## src/rtl/cab_pkg.sv

```systemverilog
package cab_pkg;

   // coordinate, colour and configuration port widths
   localparam int CoordBits = 16;
   localparam int ColorBits = 8;
   localparam int CsrIdxBits = 4;
   localparam int CsrDataBits = 16;

   localparam logic [ColorBits-1:0] AlphaOpaque = 8'hff;
   localparam logic [ColorBits-1:0] AlphaClear = 8'h00;

   // action codes
   localparam logic ActionFill = 1'b0;
   localparam logic ActionBlit = 1'b1;

   // register indexes of the configuration port
   typedef enum logic [CsrIdxBits-1:0] {
      CSR_CLIP_LEFT   = 4'd0,
      CSR_CLIP_TOP    = 4'd1,
      CSR_CLIP_RIGHT  = 4'd2,
      CSR_CLIP_BOTTOM = 4'd3,
      CSR_DRAW_RED    = 4'd4,
      CSR_DRAW_GREEN  = 4'd5,
      CSR_DRAW_BLUE   = 4'd6,
      CSR_DRAW_ALPHA  = 4'd7
   } csr_index_type;

   // per-pixel control carried down the pipeline
   typedef struct packed {
      logic blit;
      logic write;
      logic opaque;
   } ctl_type;

endpackage

```

## src/rtl/cab_channel.sv

```systemverilog
// one colour channel of the blend datapath, two register stages
module cab_channel (
   input  logic                          clock,
   input  logic [cab_pkg::ColorBits-1:0] src_c,
   input  logic [cab_pkg::ColorBits-1:0] dst_c,
   input  logic [cab_pkg::ColorBits-1:0] draw_c,
   input  cab_pkg::ctl_type              ctl_a,
   input  logic [cab_pkg::ColorBits-1:0] alpha_a,
   input  cab_pkg::ctl_type              ctl_b,
   output logic [cab_pkg::ColorBits-1:0] result_c
);

   localparam int CW = cab_pkg::ColorBits;

   logic [2*CW-1:0] tint_ff, tint_in;
   logic [CW-1:0]   dst_a_ff;
   logic [3*CW-1:0] mul_hi_ff, mul_hi_in;
   logic [2*CW-1:0] mul_lo_ff, mul_lo_in;
   logic [CW-1:0]   dst_b_ff;
   logic [CW-1:0]   inv_alpha;
   logic [2*CW-1:0] fill_prod;
   logic [CW:0]     blit_sum;
   logic [2*CW:0]   fill_sum;

   // stage a: tint product
   assign tint_in = src_c * draw_c;

   // stage b: colour term and destination term
   assign inv_alpha = cab_pkg::AlphaOpaque - alpha_a;
   assign fill_prod = draw_c * alpha_a;
   always_comb begin
      if (ctl_a.blit) begin
         mul_hi_in = tint_ff * alpha_a;
      end else begin
         mul_hi_in = {{CW{1'b0}}, fill_prod};
      end
      mul_lo_in = dst_a_ff * inv_alpha;
   end

   always_ff @(posedge clock) begin
      tint_ff   <= tint_in;
      dst_a_ff  <= dst_c;
      mul_hi_ff <= mul_hi_in;
      mul_lo_ff <= mul_lo_in;
      dst_b_ff  <= dst_a_ff;
   end

   // final sum and selection
   assign blit_sum = {1'b0, mul_hi_ff[3*CW-1:2*CW]} + {1'b0, mul_lo_ff[2*CW-1:CW]};
   assign fill_sum = {1'b0, mul_hi_ff[2*CW-1:0]} + {1'b0, mul_lo_ff};

   always_comb begin
      if (!ctl_b.write) begin
         result_c = dst_b_ff;
      end else if (ctl_b.opaque) begin
         result_c = draw_c;
      end else if (ctl_b.blit) begin
         result_c = blit_sum[CW-1:0];
      end else begin
         result_c = fill_sum[2*CW-1:CW];
      end
   end

endmodule

```

## src/rtl/clipped_alpha_blend_pixel_core.sv

```systemverilog
// per-pixel fill and tinted blit engine with a clip rectangle. one pixel is
// taken in every clock cycle (busy is never raised) and its result appears
// on the rsp_ ports after the three register stages of the blend, for one
// cycle only, marked by rsp_valid; the receiver cannot stall it, so it must
// take every result. the stages are tint and source alpha product, colour
// and destination products, then the final sum in the output register.
// pixels outside the clip rectangle or drawn with a zero draw alpha come
// out with rsp_write_enable low and the destination pixel unchanged.
// configuration registers must only be written while no pixel is in
// flight; csr_ready is always high.
module clipped_alpha_blend_pixel_core (
   input  logic                                   clock,
   input  logic                                   reset,
   // pixel input
   input  logic                                   start,
   output logic                                   busy,
   input  logic                                   req_action,
   input  logic signed [cab_pkg::CoordBits-1:0]   req_pixel_x,
   input  logic signed [cab_pkg::CoordBits-1:0]   req_pixel_y,
   input  logic [cab_pkg::ColorBits-1:0]          req_dst_red,
   input  logic [cab_pkg::ColorBits-1:0]          req_dst_green,
   input  logic [cab_pkg::ColorBits-1:0]          req_dst_blue,
   input  logic [cab_pkg::ColorBits-1:0]          req_dst_alpha,
   input  logic [cab_pkg::ColorBits-1:0]          req_src_red,
   input  logic [cab_pkg::ColorBits-1:0]          req_src_green,
   input  logic [cab_pkg::ColorBits-1:0]          req_src_blue,
   input  logic [cab_pkg::ColorBits-1:0]          req_src_alpha,
   // result output
   output logic                                   rsp_valid,
   output logic                                   rsp_write_enable,
   output logic [cab_pkg::ColorBits-1:0]          rsp_out_red,
   output logic [cab_pkg::ColorBits-1:0]          rsp_out_green,
   output logic [cab_pkg::ColorBits-1:0]          rsp_out_blue,
   output logic [cab_pkg::ColorBits-1:0]          rsp_out_alpha,
   // configuration write channel
   input  logic                                   csr_valid,
   output logic                                   csr_ready,
   input  logic [cab_pkg::CsrIdxBits-1:0]         csr_index,
   input  logic [cab_pkg::CsrDataBits-1:0]        csr_wdata
);

   localparam int CW = cab_pkg::ColorBits;
   localparam int XW = cab_pkg::CoordBits;

   // configuration registers
   logic signed [XW-1:0] clip_left_ff, clip_top_ff, clip_right_ff, clip_bottom_ff;
   logic [CW-1:0]        draw_red_ff, draw_green_ff, draw_blue_ff, draw_alpha_ff;

   logic                 accept;
   logic                 csr_write;
   logic                 in_clip;
   cab_pkg::ctl_type     ctl_in;
   logic [2*CW-1:0]      src_alpha_prod;
   logic [CW-1:0]        alpha_in;

   // stage a
   logic                 valid_a_ff;
   cab_pkg::ctl_type     ctl_a_ff;
   logic [CW-1:0]        alpha_a_ff;
   logic [CW-1:0]        dst_alpha_a_ff;
   // stage b
   logic                 valid_b_ff;
   cab_pkg::ctl_type     ctl_b_ff;
   logic [CW-1:0]        dst_alpha_b_ff;
   // output register
   logic                 rsp_valid_ff;
   logic                 write_enable_ff;
   logic [CW-1:0]        out_red_ff, out_green_ff, out_blue_ff, out_alpha_ff;
   logic [CW-1:0]        red_c, green_c, blue_c, alpha_c;

   // no back-pressure anywhere, so a pixel is taken every cycle
   assign busy      = 1'b0;
   assign accept    = start & ~busy;
   assign csr_ready = 1'b1;
   assign csr_write = csr_valid & csr_ready;

   // configuration register file
   always_ff @(posedge clock) begin
      if (reset) begin
         clip_left_ff   <= '0;
         clip_top_ff    <= '0;
         clip_right_ff  <= '0;
         clip_bottom_ff <= '0;
         draw_red_ff    <= '0;
         draw_green_ff  <= '0;
         draw_blue_ff   <= '0;
         draw_alpha_ff  <= '0;
      end else if (csr_write) begin
         unique case (cab_pkg::csr_index_type'(csr_index))
            cab_pkg::CSR_CLIP_LEFT:   clip_left_ff   <= csr_wdata[XW-1:0];
            cab_pkg::CSR_CLIP_TOP:    clip_top_ff    <= csr_wdata[XW-1:0];
            cab_pkg::CSR_CLIP_RIGHT:  clip_right_ff  <= csr_wdata[XW-1:0];
            cab_pkg::CSR_CLIP_BOTTOM: clip_bottom_ff <= csr_wdata[XW-1:0];
            cab_pkg::CSR_DRAW_RED:    draw_red_ff    <= csr_wdata[CW-1:0];
            cab_pkg::CSR_DRAW_GREEN:  draw_green_ff  <= csr_wdata[CW-1:0];
            cab_pkg::CSR_DRAW_BLUE:   draw_blue_ff   <= csr_wdata[CW-1:0];
            cab_pkg::CSR_DRAW_ALPHA:  draw_alpha_ff  <= csr_wdata[CW-1:0];
            default: ;
         endcase
      end
   end

   // clip test: left and top inclusive, right and bottom exclusive
   assign in_clip = (req_pixel_x >= clip_left_ff) && (req_pixel_x < clip_right_ff) &&
                    (req_pixel_y >= clip_top_ff)  && (req_pixel_y < clip_bottom_ff);

   always_comb begin
      ctl_in.blit   = (req_action == cab_pkg::ActionBlit);
      ctl_in.write  = in_clip && (draw_alpha_ff != cab_pkg::AlphaClear);
      ctl_in.opaque = (req_action == cab_pkg::ActionFill) &&
                      (draw_alpha_ff == cab_pkg::AlphaOpaque);
   end

   // blit scales the source alpha by the draw alpha, fill uses draw alpha
   assign src_alpha_prod = req_src_alpha * draw_alpha_ff;
   assign alpha_in = ctl_in.blit ? src_alpha_prod[2*CW-1:CW] : draw_alpha_ff;

   // control pipeline, valid bits reset
   always_ff @(posedge clock) begin
      if (reset) begin
         valid_a_ff   <= 1'b0;
         valid_b_ff   <= 1'b0;
         rsp_valid_ff <= 1'b0;
      end else begin
         valid_a_ff   <= accept;
         valid_b_ff   <= valid_a_ff;
         rsp_valid_ff <= valid_b_ff;
      end
   end

   // payload pipeline
   always_ff @(posedge clock) begin
      ctl_a_ff        <= ctl_in;
      alpha_a_ff      <= alpha_in;
      dst_alpha_a_ff  <= req_dst_alpha;
      ctl_b_ff        <= ctl_a_ff;
      dst_alpha_b_ff  <= dst_alpha_a_ff;
      write_enable_ff <= ctl_b_ff.write;
      out_red_ff      <= red_c;
      out_green_ff    <= green_c;
      out_blue_ff     <= blue_c;
      out_alpha_ff    <= alpha_c;
   end

   // alpha: opaque fill gives full alpha, every other case keeps destination
   assign alpha_c = (ctl_b_ff.write && ctl_b_ff.opaque) ? cab_pkg::AlphaOpaque
                                                        : dst_alpha_b_ff;

   cab_channel u_red (
      .clock    (clock),
      .src_c    (req_src_red),
      .dst_c    (req_dst_red),
      .draw_c   (draw_red_ff),
      .ctl_a    (ctl_a_ff),
      .alpha_a  (alpha_a_ff),
      .ctl_b    (ctl_b_ff),
      .result_c (red_c)
   );

   cab_channel u_green (
      .clock    (clock),
      .src_c    (req_src_green),
      .dst_c    (req_dst_green),
      .draw_c   (draw_green_ff),
      .ctl_a    (ctl_a_ff),
      .alpha_a  (alpha_a_ff),
      .ctl_b    (ctl_b_ff),
      .result_c (green_c)
   );

   cab_channel u_blue (
      .clock    (clock),
      .src_c    (req_src_blue),
      .dst_c    (req_dst_blue),
      .draw_c   (draw_blue_ff),
      .ctl_a    (ctl_a_ff),
      .alpha_a  (alpha_a_ff),
      .ctl_b    (ctl_b_ff),
      .result_c (blue_c)
   );

   assign rsp_valid        = rsp_valid_ff;
   assign rsp_write_enable = write_enable_ff;
   assign rsp_out_red      = out_red_ff;
   assign rsp_out_green    = out_green_ff;
   assign rsp_out_blue     = out_blue_ff;
   assign rsp_out_alpha    = out_alpha_ff;

   // every accepted pixel gives its result transfer via valid_a_ff, valid_b_ff, rsp_valid_ff
   a_latency : assert property (@(posedge clock) disable iff (reset)
      accept |-> ##3 rsp_valid)
      else $error("result transfer missing three cycles after accept");

   // a pixel that is not written passes its destination alpha through
   a_keep_alpha : assert property (@(posedge clock) disable iff (reset)
      (rsp_valid && !rsp_write_enable) |-> (rsp_out_alpha == $past(req_dst_alpha, 3)))
      else $error("unwritten pixel changed its alpha");

   // zero draw alpha never writes
   a_clear_no_write : assert property (@(posedge clock) disable iff (reset)
      (accept && draw_alpha_ff == cab_pkg::AlphaClear) |-> ##3 !rsp_write_enable)
      else $error("write with zero draw alpha");

endmodule

```

## config.mk

```make
export PLATFORM = sky130hd
export DESIGN_NAME = clipped_alpha_blend_pixel_core
export DESIGN_NICKNAME = d
export VERILOG_FILES = /design/src/rtl/cab_pkg.sv /design/src/rtl/cab_channel.sv /design/src/rtl/clipped_alpha_blend_pixel_core.sv
export SDC_FILE = /design/constraint.sdc
export NUM_CORES = 2
export LEC_CHECK = 0
export BUFFER_PORTS_ARGS = -buffer_cell sky130_fd_sc_hd__buf_2
export CAP_MARGIN = 15
export CORE_ASPECT_RATIO = 1.4
export CORE_MARGIN = 3
export CORE_UTILIZATION = 60
export CTS_CLUSTER_SIZE = 40
export DETAILED_ROUTE_END_ITERATION = 10
export PLACE_DENSITY = 0.77
export SLEW_MARGIN = 0
export SYNTH_ARGS = -nofsm -noshare
export SYNTH_HDL_FRONTEND = slang
export SYNTH_SLANG_ARGS = --single-unit
```

## constraint.sdc

```tcl
create_clock -name clock -period 9.8 [get_ports clock]
set_input_delay 1.96 -clock clock [delete_from_list [all_inputs] [get_ports clock]]
set_output_delay 1.96 -clock clock [all_outputs]
set_load 0.005 [all_outputs]
```

After elaboration in Yosys (flattened, before gate mapping) --
Index checks and enable logic that the tools add are counted. W data, S select, Z words.
Word-level totals: register bits after elaboration 378, output and inout port bits 36
Cells by class: add/subtract/negate cells 7, $mul 13, magnitude comparators 4, eq/ne operators 8, muxes and demuxes 13, bitwise logic cells 1, reduce and logical (&&, ||, !) cells 16
Operators with widths (number):
- $mul A8 B8 Y16 | 10
- $mux W8 | 10
- $mul A16 B8 Y24 | 3
- $add A16 B16 Y16 | 3
- $mux W16 | 3
- $ge A16 B16 Y1 | 2
- $lt A16 B16 Y1 | 2
- $add A8 B8 Y8 | 3
- $eq A4 B3 Y1 const B | 4
- $reduce_and A2 Y1 | 8
- $eq A4 B2 Y1 const B | 2
- $eq A8 B8 Y1 const B | 1
- $reduce_bool A8 Y1 | 1
- $sub A8 B8 Y8 const A | 1
- $logic_and A1 B1 Y1 | 6
- $eq A4 B1 Y1 const B | 1
- $logic_not A4 Y1 | 1
- $not A1 Y1 | 1

Depth between registers and ports, before layout --
depth after elaboration 5, gate-level depth with buffers 20, depth with buffers taken out 18

By module --
A second synthesis with hierarchy kept.
Second synthesis, totals: cell total of the unflattened synthesis 5338, area, all modules 47832.1 um^2
Modules (own cells, without submodules):
- cab_channel (u_green) | times used 1, cells each 1494, area each 13274.0 um^2
- cab_channel (u_blue) | times used 1, cells each 1477, area each 13083.8 um^2
- cab_channel (u_red) | times used 1, cells each 1461, area each 12990.0 um^2
- clipped_alpha_blend_pixel_core | times used 1, cells each 906, area each 8484.4 um^2

Least setup slack after synthesis --
Ideal clock, no wire load.
kind input -> register, start point in req_src_green[5] (netlist name), end point reg u_green.tint_ff[15], setup time 0.121 ns, arrival time 5.812 ns, path slack 3.867 ns, cell stages on the path 15, cell sequence clkbuf_1 -> nand2_1 -> fa_1 -> fa_1 -> fa_1 -> inv_1 -> fa_1 -> ha_1 -> or2_2 -> a21oi_1 -> a21oi_1 -> and4_1 -> a2111oi_4 -> a21oi_1 -> xnor2_1
Between the ends: cells in the longest elaborated chain, start to end 1
Ends and longest elaborated chain:
- from (decl) | line clipped_alpha_blend_pixel_core.sv:25 | input logic [cab_pkg::ColorBits-1:0] req_src_green,
- $mul A8 B8 Y16 | line cab_channel.sv:26 | assign tint_in = src_c * draw_c;
- via u_green.tint_in[15] | line cab_channel.sv:15 | logic [2*CW-1:0] tint_ff, tint_in;
- to (signal assigned) | line cab_channel.sv:41 | tint_ff <= tint_in;
- to (decl) | line cab_channel.sv:15
The timed path passes the listed nets, and every way through them passes these cells. A chain may end at the register's enable or synchronous reset.

Worst setup path in the final report --
start point reg alpha_a_ff[3], end point reg u_green.mul_hi_ff[23]
Between the ends: cells in the longest elaborated chain, start to end 1
Ends and longest elaborated chain:
- from (decl) | line clipped_alpha_blend_pixel_core.sv:59 | logic [CW-1:0] alpha_a_ff;
- from (signal assigned) | line clipped_alpha_blend_pixel_core.sv:134 | alpha_a_ff <= alpha_in;
- $mul A16 B8 Y24 | line cab_channel.sv:33 | mul_hi_in = tint_ff * alpha_a;
- to (signal assigned) | line cab_channel.sv:43 | mul_hi_ff <= mul_hi_in;
- to (decl) | line cab_channel.sv:17 | logic [3*CW-1:0] mul_hi_ff, mul_hi_in;
Every way passes these cells.

==> metrics.txt <==
# TYPE chip_impl_metric gauge
chip_impl_metric{name="clk_pin_slew_worst_paths",unit="ps"} 70
chip_impl_info{name="clock-root-buffer",value="clkbuf_16"} 1
chip_impl_metric{name="hold_buffers",unit=""} 0
chip_impl_metric{name="total_global_routing_track_utilization",unit="%"} 27.3
chip_impl_info{name="worst-setup-path-type",value="flip-flop to flip-flop"} 1
chip_impl_metric{name="final_cell_count_no_fill",unit=""} 6268
chip_impl_metric{name="chipHeight",unit="um"} 337
chip_impl_info{name="cp-end-kind",value="flip-flop"} 1
chip_impl_metric{name="dp_hpwl",unit="um"} 82500
chip_impl_metric{name="detailedRoute.firstPassIterationCount",unit=""} 5
chip_impl_metric{name="fmax",unit="MHz"} 174
chip_impl_metric{name="area_delta_synth_final",unit="%"} 6.43
chip_impl_metric{name="ys_seq_elements",unit=""} 378
chip_impl_metric{name="place.port_buffers",unit=""} 154
chip_impl_metric{name="global_route.overflow_total",unit=""} 0
chip_impl_metric{name="synthesis.area",unit="um2"} 46800
chip_impl_metric{name="wirelength",unit="um"} 107000
chip_impl_metric{name="post_synthesis_net_count",unit=""} 6513
chip_impl_metric{name="detailroute.via_count",unit=""} 34600
chip_impl_metric{name="maxSlewViolCount",unit=""} 0
chip_impl_info{name="tritoncts_clock_tree",value="done"} 1
chip_impl_metric{name="post_syn_instances",unit=""} 5164
chip_impl_metric{name="i_o_pins",unit=""} 157
chip_impl_metric{name="min_period_over_period",unit="%"} 58.7
chip_impl_info{name="status",value="finished clean"} 1
chip_impl_metric{name="grt_antenna_before_repair",unit=""} 9
chip_impl_metric{name="maxCapViolations",unit=""} 0
chip_impl_metric{name="design.final.nets",unit=""} 6545
chip_impl_metric{name="drcViolationCount",unit=""} 0
chip_impl_metric{name="final.min_clock_period",unit="ps"} 5750
chip_impl_info{name="startpoint_type",value="flip-flop"} 1
chip_impl_info{name="postSynth.topFlopCell",value="dfxtp_1"} 1
chip_impl_metric{name="slew-limit-headroom",unit="%"} 24.7
chip_impl_metric{name="place_congestion",unit=""} 0.886
chip_impl_info{name="mostFrequentLayoutCell",value="inv_1"} 1
chip_impl_metric{name="drive_gt1_share",unit="%"} 5.97
chip_impl_metric{name="cts.path.max_buffers",unit=""} 3
chip_impl_metric{name="core-area",unit="um2"} 76900
chip_impl_info{name="min_delay_path_class",value="flip-flop to flip-flop"} 1
chip_impl_metric{name="post-cts-setup-buffers",unit=""} 0
chip_impl_metric{name="number_of_enable_type_register_cells_in_the_synthesized_netlist",unit=""} 0
chip_impl_metric{name="fin_setup_tns",unit="ps"} 0
chip_impl_metric{name="cts_made_buffers",unit=""} 43
chip_impl_metric{name="worst_ep_arrival_time",unit="ps"} 6170
chip_impl_metric{name="grt_start_max_net_pins",unit=""} 100
chip_impl_metric{name="die_w",unit="um"} 242
chip_impl_metric{name="floorplan.die_area",unit="um2"} 81500
chip_impl_metric{name="grt_pass1_wl",unit="um"} 182000
chip_impl_metric{name="drt-initial-drc-count",unit=""} 1615
chip_impl_metric{name="timing.critical_path.fanout_max",unit=""} 58
chip_impl_metric{name="cell_internal_pwr",unit="mW"} 3.69
chip_impl_metric{name="clock_insertion_delay_worst_skew",unit="ps"} 600
chip_impl_metric{name="clkPwrFrac",unit="%"} 30.4
chip_impl_info{name="most-common-layout-cells",value="inv_1, and2_1, fa_1, ha_1, dfxtp_1"} 1
chip_impl_metric{name="placementRows",unit=""} 120
chip_impl_metric{name="seq_area_frac_synth",unit="%"} 16.2
chip_impl_metric{name="setup-violations-final",unit=""} 0
chip_impl_metric{name="initial_core_util",unit="%"} 60.9
chip_impl_metric{name="cts-resized-gates",unit=""} 0
chip_impl_metric{name="p_seq_share",unit="%"} 32.4
chip_impl_metric{name="synthesis.yosys.warnings",unit=""} 0
chip_impl_metric{name="dp_cells",unit=""} 6188
chip_impl_metric{name="post_drt_via_cell_ratio",unit=""} 5.52
chip_impl_info{name="unrepaired_setup_endpoints_after_global_routing",value="no"} 1
chip_impl_metric{name="power_density_of_the_placed_cells",unit="nW/um2"} 113
chip_impl_metric{name="synth.distinct_cells",unit=""} 84
chip_impl_metric{name="syn_avg_cell_area",unit="um2"} 9.07
chip_impl_metric{name="ant_nets",unit=""} 0
chip_impl_metric{name="async_flop_share",unit="%"} 0
chip_impl_metric{name="finalClockSkew",unit="ps"} 19.5
chip_impl_metric{name="p_sw_share",unit="%"} 34.8
chip_impl_metric{name="ir_drop",unit="uV"} 142
chip_impl_metric{name="worst_slew_pin_slew",unit="ps"} 1130
chip_impl_metric{name="ctsHtreeMaxLevel",unit=""} 2
chip_impl_metric{name="detail_route.wl_per_cell",unit="um"} 17.1
chip_impl_metric{name="cts.sinks",unit=""} 378
chip_impl_metric{name="leakagePower",unit="nW"} 25.9
chip_impl_metric{name="finalHoldViolations",unit=""} 0
chip_impl_metric{name="pwr-share-comb",unit="%"} 37.3
chip_impl_metric{name="timing.critical_path.required",unit="ps"} 10220
chip_impl_metric{name="grt_pass1_vias",unit=""} 37600
chip_impl_metric{name="net-switching-power",unit="mW"} 1.97
cell usage after synthesis, types with 15 or more instances:
| cell | count | area (um2) |
|---|---|---|
| a211oi_1 | 15 | 113 |
| a21o_1 | 75 | 563 |
| a21oi_1 | 213 | 1070 |
| and2_1 | 626 | 3920 |
| and3_1 | 22 | 138 |
| clkbuf_1 | 171 | 642 |
| dfxtp_1 | 378 | 7570 |
| fa_1 | 614 | 12300 |
| ha_1 | 614 | 7680 |
| inv_1 | 855 | 3210 |
| mux2_2 | 15 | 169 |
| mux2i_1 | 76 | 761 |
| nand2_1 | 357 | 1340 |
| nand2b_1 | 144 | 901 |
| nand3_1 | 28 | 140 |
| nand4_1 | 21 | 131 |
| nor2_1 | 200 | 751 |
| nor2b_1 | 139 | 870 |
| nor3_1 | 38 | 190 |
| o21a_1 | 28 | 210 |
| o21ai_0 | 104 | 521 |
| o21bai_1 | 16 | 120 |
| or3_1 | 17 | 106 |
| xnor2_1 | 140 | 1230 |
| xor2_1 | 65 | 569 |
registers in the layout, indices dropped and copies added, names as in the netlist, 16 cells and up:
| name | cells |
|---|---|
| u_green.mul_hi_ff | 24 |
| clip_right_ff | 16 |
| u_green.tint_ff | 16 |
| u_blue.tint_ff | 16 |
| clip_top_ff | 16 |
| u_red.mul_lo_ff | 16 |
| u_green.mul_lo_ff | 16 |
| u_blue.mul_hi_ff | 24 |
| u_red.mul_hi_ff | 24 |
| u_blue.mul_lo_ff | 16 |
| u_red.tint_ff | 16 |
| clip_left_ff | 16 |
| clip_bottom_ff | 16 |
cells by family after synthesis:
family          count (synthesis)  synth area share [%]
compound gates                592                  8.31
xor+xnor                      205                  3.83
fa+ha+maj                    1228                  42.6
buf+inv                      1041                  8.37
flops                         378                  16.2
mux                            91                  1.98
other cells                     2                0.0160
simple gates                 1627                  18.7
critical path, cell delays in order (launching register included):
cell	delay [ps]
dfxtp_4	700
buf_4	690
nand2_1	160
fa_1	520
fa_1	540
inv_1	50
fa_1	480
inv_1	50
fa_1	470
inv_1	40
ha_1	320
o21ai_0	90
a21oi_1	270
o2111ai_1	200
a31oi_1	300
a31oi_1	180
o21ai_1	190
xnor2_1	180
nor2_1	100
power by group through the flow:
stage / registers, mW / logic, mW / clock network (mW)
after floorplan: 1.79 / 1.66 / 0
after global placement: 1.86 / 2.03 / 0
after detailed placement: 1.85 / 2.07 / 0
after CTS: 1.83 / 2.12 / 1.75
after global routing: 1.84 / 2.41 / 1.81
final: 1.83 / 2.11 / 1.72
final cells by class:
| cell class | instances | area (um2) |
|---|---|---|
| diodes | 4 | 10.0 |
| clock buffers | 54 | 1180 |
| clock inverters | 22 | 294 |
| fillers | 6432 | 27000 |
| inverters | 856 | 3210 |
| multi-input cells | 3745 | 35400 |
| flip-flops and latches | 378 | 7600 |
| well taps | 1037 | 1300 |
| repair buffers | 172 | 906 |
routing by layer:
layer  track usage, %  part of all wire (%)  up-vias
met4             10.6                   4.0        8
met1             32.2                    41    17200
met3             4.11                   4.6      270
li1                 -                     -    16300
met2             50.0                    50      808
met5                0                 0.045        -
per-stage QoR:
stage	total power [mW]	util (%)	instance area, um2	setup slack, ps	hold WS (ps)
2_1_floorplan	3.44	-	46800	3870	310
3_3_place_gp	3.89	62.9	48400	3690	310
3_5_place_dp	3.92	62.9	48400	3640	312
4_1_cts	5.70	64.8	49800	4120	326
5_1_grt	6.06	64.9	49900	3700	332
6_report	5.66	64.9	49900	4050	325
final timing paths:
check                     from                     to  slack (ps)  cells past startpoint
max              alpha_a_ff[3]  u_green.mul_hi_ff[23]        4050                     18
min          dst_alpha_a_ff[1]      dst_alpha_b_ff[1]         330                      0
max reg2reg      alpha_a_ff[3]  u_green.mul_hi_ff[23]        4050                     18
min reg2reg  dst_alpha_a_ff[1]      dst_alpha_b_ff[1]         330                      0
Power figures use the tool's default switching activity.
